[src/sv/ksg_ram.sv]
// ----------------------------------------------------------------------------
// ksg_ram
// Simple dual-port synchronous RAM, one write and one registered read port.
// ----------------------------------------------------------------------------
module ksg_ram #(
  parameter int WIDTH = 8,
  parameter int DEPTH = 64
) (
  input  logic                                    clk,
  input  logic                                    we,
  input  logic [((DEPTH > 1) ? $clog2(DEPTH) : 1)-1:0] waddr,
  input  logic [WIDTH-1:0]                        wdata,
  input  logic [((DEPTH > 1) ? $clog2(DEPTH) : 1)-1:0] raddr,
  output logic [WIDTH-1:0]                        rdata
);

  logic [WIDTH-1:0] mem [DEPTH];

  // write port
  always_ff @(posedge clk) begin
    if (we) begin
      mem[waddr] <= wdata;
    end
  end

  // registered read port
  always_ff @(posedge clk) begin
    rdata <= mem[raddr];
  end

endmodule

[config.mk]
export PLATFORM = sky130hd
export DESIGN_NAME = ksg_ram
export DESIGN_NICKNAME = d
export VERILOG_FILES = /design/src/sv/ksg_ram.sv
export SDC_FILE = /design/constraint.sdc
export NUM_CORES = 1
export LEC_CHECK = 0
export ABC_AREA = 0
export ABC_CLOCK_PERIOD_IN_PS = 6660
export CAP_MARGIN = 20
export CORE_UTILIZATION = 25
export DETAILED_ROUTE_END_ITERATION = 12
export DONT_BUFFER_PORTS = 1
export PLACE_DENSITY = 0.43
export SLEW_MARGIN = 20
export SYNTH_ARGS = -nofsm -noshare
export SYNTH_HDL_FRONTEND = slang
export SYNTH_SLANG_ARGS = --single-unit
[constraint.sdc]
create_clock -name clk -period 6.66 [get_ports clk]
set_clock_uncertainty 0.05 [all_clocks]
set_input_delay 1.332 -clock clk [delete_from_list [all_inputs] [get_ports clk]]
set_output_delay 1.332 -clock clk [all_outputs]
set_load 0.005 [all_outputs]
# After elaboration in Yosys (flattened, before gate mapping)
# Memory sizes are Yosys's and may differ from the RTL's. A register that Yosys moved wholly into a read port is not among the register bits.
# Index checks and enable logic that the tools add are counted.
[word_totals] ff_bits=0 ram_bits=512 in_bits=22 out_inout_bits=8 elab_cells=3 n_memories=1
[op_classes] n_mux=2
[memory_table] name="mem" words=64 word_bits=8 rd=1 rd_ports_with_merged_regs=1 wr=1 line="17" source="logic [WIDTH-1:0] mem [DEPTH];"
[op_table] operator="$mux 1" count=2

# Longest topological paths before layout
[depth] depth_word=2 ltp_mapped=9 ltp_nobuf=5

# Least setup slack after synthesis
# OpenSTA, ideal clock, no wires.
[synth_path] kind="input to register" start="in raddr[1] (netlist name)" end="reg rdata[3], read port of mem" setup_ps=128 t_arrival_ps=2872 required_ps=6482 path_slack_ps=3610 path_stages=7 n_path_buf=3 path_cell_list="buf_4 > buf_2 > buf_2 > mux4_2 > mux4_2 > o21ai_1 > o41ai_1"
[synth_lines] element="start: declaration" line="13" source="input logic [((DEPTH > 1) ? $clog2(DEPTH) : 1)-1:0] raddr,"
[synth_lines] element="end: declaration" line="14" source="output logic [WIDTH-1:0] rdata"

==> out/results.ini <==
[placement]
port_buffers = 0
place_area_um2 = 21200
dp_hpwl_um = 28800
gp_congestion = 0.741

[route]
routed_wl_um = 50400
first_iter_violations = 695
via_per_inst = 4.52
drt_pre_antenna_iters = 5
via_count = 9193
drtAntennaViolNets = 0
wl_per_cell_um = 24.8
drc = 0

[floorplan]
die_w_um = 286
io_pins = 30
start_util = 0.254
core.rowCount = 103
die_h_um = 286
coreArea_um2 = 79400
die-area_um2 = 81800

[global_route]
antenna_found_initial = 0
grt_pass1_wl_um = 73400
grt_max_degree = 138
globalRouteOverflowTotal = 0
grt_usage = 0.124
grt_pass1_vias = 9832

[sta]
maxSlewViolCount = 0
max_freq_ghz = 0.318
fin_setup_tns_ps = 0
worstMarginPinSlew_ps = 1110
hold_viol_final = 0
finalCriticalPeriod_ps = 3150
slew_headroom = 0.255
fin_crit_sh = 0.473
rsz0062_at_grt = no
final-setup-viol-count = 0

[finish]
synthToLayoutAreaGrowth_pct = 12.9
fin_nets = 964
antenna_cells = 0
finalInstanceArea_um2 = 22800
final_util = 0.287
fill_cells = 7856
drive_above_1_share = 0.217

[yosys]
postSynthCellCount = 940
yosysWarnings = 0
synth.top_cell.area_share = 0.762
netlist_top_cells_area = edfxtp_1 (76%), mux4_2 (14%), nor2_1 (1.5%), mux2i_1 (1.1%), dfxtp_1 (0.79%)
seq_area_frac_synth = 0.770
synthesis.nets = 962
ys_ff_latch = 520
synth_enable_flop_cells = 512
synth_common_cells = edfxtp_1 (512), mux4_2 (126), nor2_1 (83), mux2i_1 (23), nand2_1 (19)
syn_area_um2 = 20200
synthFlopType = edfxtp_1
syn_avg_cell_area_um2 = 21.5
netlist-cell-type-count = 40
async_reset_ff_frac = 0
yosysMostFrequentCell = edfxtp_1
synth_top_area_cell = edfxtp_1

[setup_path]
path_cells = mux4_2, mux2_2, o221a_2, nor3_1, o32ai_1
crit_path_top_delay_cell = nor3_1
critPathMaxStageDelay_ps = 870
critPathMaxFanout = 137
critPathCaptureType = flop
critical_path_class = input port to flop
arrival_ps = 3540
startpoint_type = input port
cp_data_required_time_ps = 7050

[cts]
cts_resized = 0
clk-insertion-delay-late_ps = 600
htree_num_levels = 2
post_cts_buffers = 0
clock_sinks = 520
cts_buffer_depth = 3
cts_tree = done
cts_buffers = 51
hold_buffers = 0
path_clk_slew_ps = 70
clockRootBuffer = clkbuf_16

[pwr]
ir_drop_v = 0.000179
p_per_area_nw_per_um2 = 291
p_leak_uw = 0.00674

[hold_path]
min_path_type = input port to flop

[status]
status = complete, no violations

[flow_run]
drv_cap = 0

-- worst paths after layout --
path	start	to	slack [ps]	cells past startpoint
max	raddr[0]	rdata[4]$_DFF_P_	3510	5
min	wdata[4]	mem[49][4]$_DFFE_PP_	780	0
max reg2reg	mem[21][6]$_DFFE_PP_	rdata[6]$_DFF_P_	3950	5
min reg2reg	mem[34][1]$_DFFE_PP_	rdata[1]$_DFF_P_	780	4
-- cells in the final DEF (no fill, tap or decap), types with 2 or more instances in the layout --
master / n
o2111ai_1: 3
a22oi_1: 3
mux4_2: 126
nor4_1: 2
mux2_2: 13
o21ai_1: 2
nand3_1: 13
o21a_1: 2
nand3b_1: 3
o221a_2: 2
o2bb2ai_1: 3
dfxtp_1: 8
o221ai_1: 8
nand2b_1: 7
clkbuf_16: 53
o41ai_1: 2
a211oi_1: 4
clkbuf_1: 18
mux2i_1: 23
edfxtp_1: 512
clkbuf_8: 7
nor2b_1: 14
clkinv_2: 8
o21ai_0: 2
a21oi_1: 3
a2111oi_0: 2
clkinv_1: 6
nor3_1: 5
nor2_1: 83
nand2_1: 19
o22ai_1: 8
a221oi_1: 6
nand4_1: 2
nor3_2: 2
o32ai_1: 2
-- state kept, by name, summed over array words and instances (netlist names) --
| register | cells |
|---|---|
| mem | 512 |
| rdata | 8 |
-- power by group --
part           internal [uW]  leakage (uW)  total (uW)  switching (uW)
Sequential              3620       0.00467        3630            13.1
Clock                   1580      0.000784        2800            1220
Combinational            105       0.00128         193            87.4
Total                   5300       0.00674        6630            1320
-- area by class of cell --
cell class | instances | area, um^2 | area share
Sequential cell | 520 | 15500 | 0.682
Multi-Input combinational cell | 369 | 4330 | 0.190
Clock buffer | 78 | 1490 | 0.0654
Clock inverter | 17 | 109 | 0.00478
Tap cell | 1050 | 1310 | 0.0577
-- routing by layer --
metal  vias up  wire length (um)  global-route usage
met5         -                 0                   0
met4         0               898              0.0306
met3        60              3280              0.0287
met2       243             23100               0.190
met1      4955             23200               0.178
li1       3935                 -                   -
-- worst max-delay path: cells and delay by family --
| family | cells | cell delay, ps |
|---|---|---|
| AND/OR/NAND/NOR | 1 | 870 |
| AO/OA/AOI/OAI | 2 | 520 |
| multiplexers | 2 | 770 |
-- cells by family after synthesis --
family,after synthesis,synth area share
DFF,520,0.770
and+or+nand+nor,153,0.0339
AOI/OAI and AO/OA,54,0.0207
muxes,162,0.159
buffers and inverters,51,0.0157
-- per-stage QoR --
stage | std cells | setup WS [ps] | total power, uW | hold slack [ps]
floorplan | 940 | 3610 | 3890 | 668
global placement | 1939 | 3010 | 3900 | 776
detailed placement | 1939 | 2990 | 3900 | 767
CTS | 2034 | 3620 | 6700 | 757
global route | 2034 | 3560 | 6830 | 748
finish | 2034 | 3510 | 6630 | 778
No activity file was read; power rests on OpenSTA's default activity.
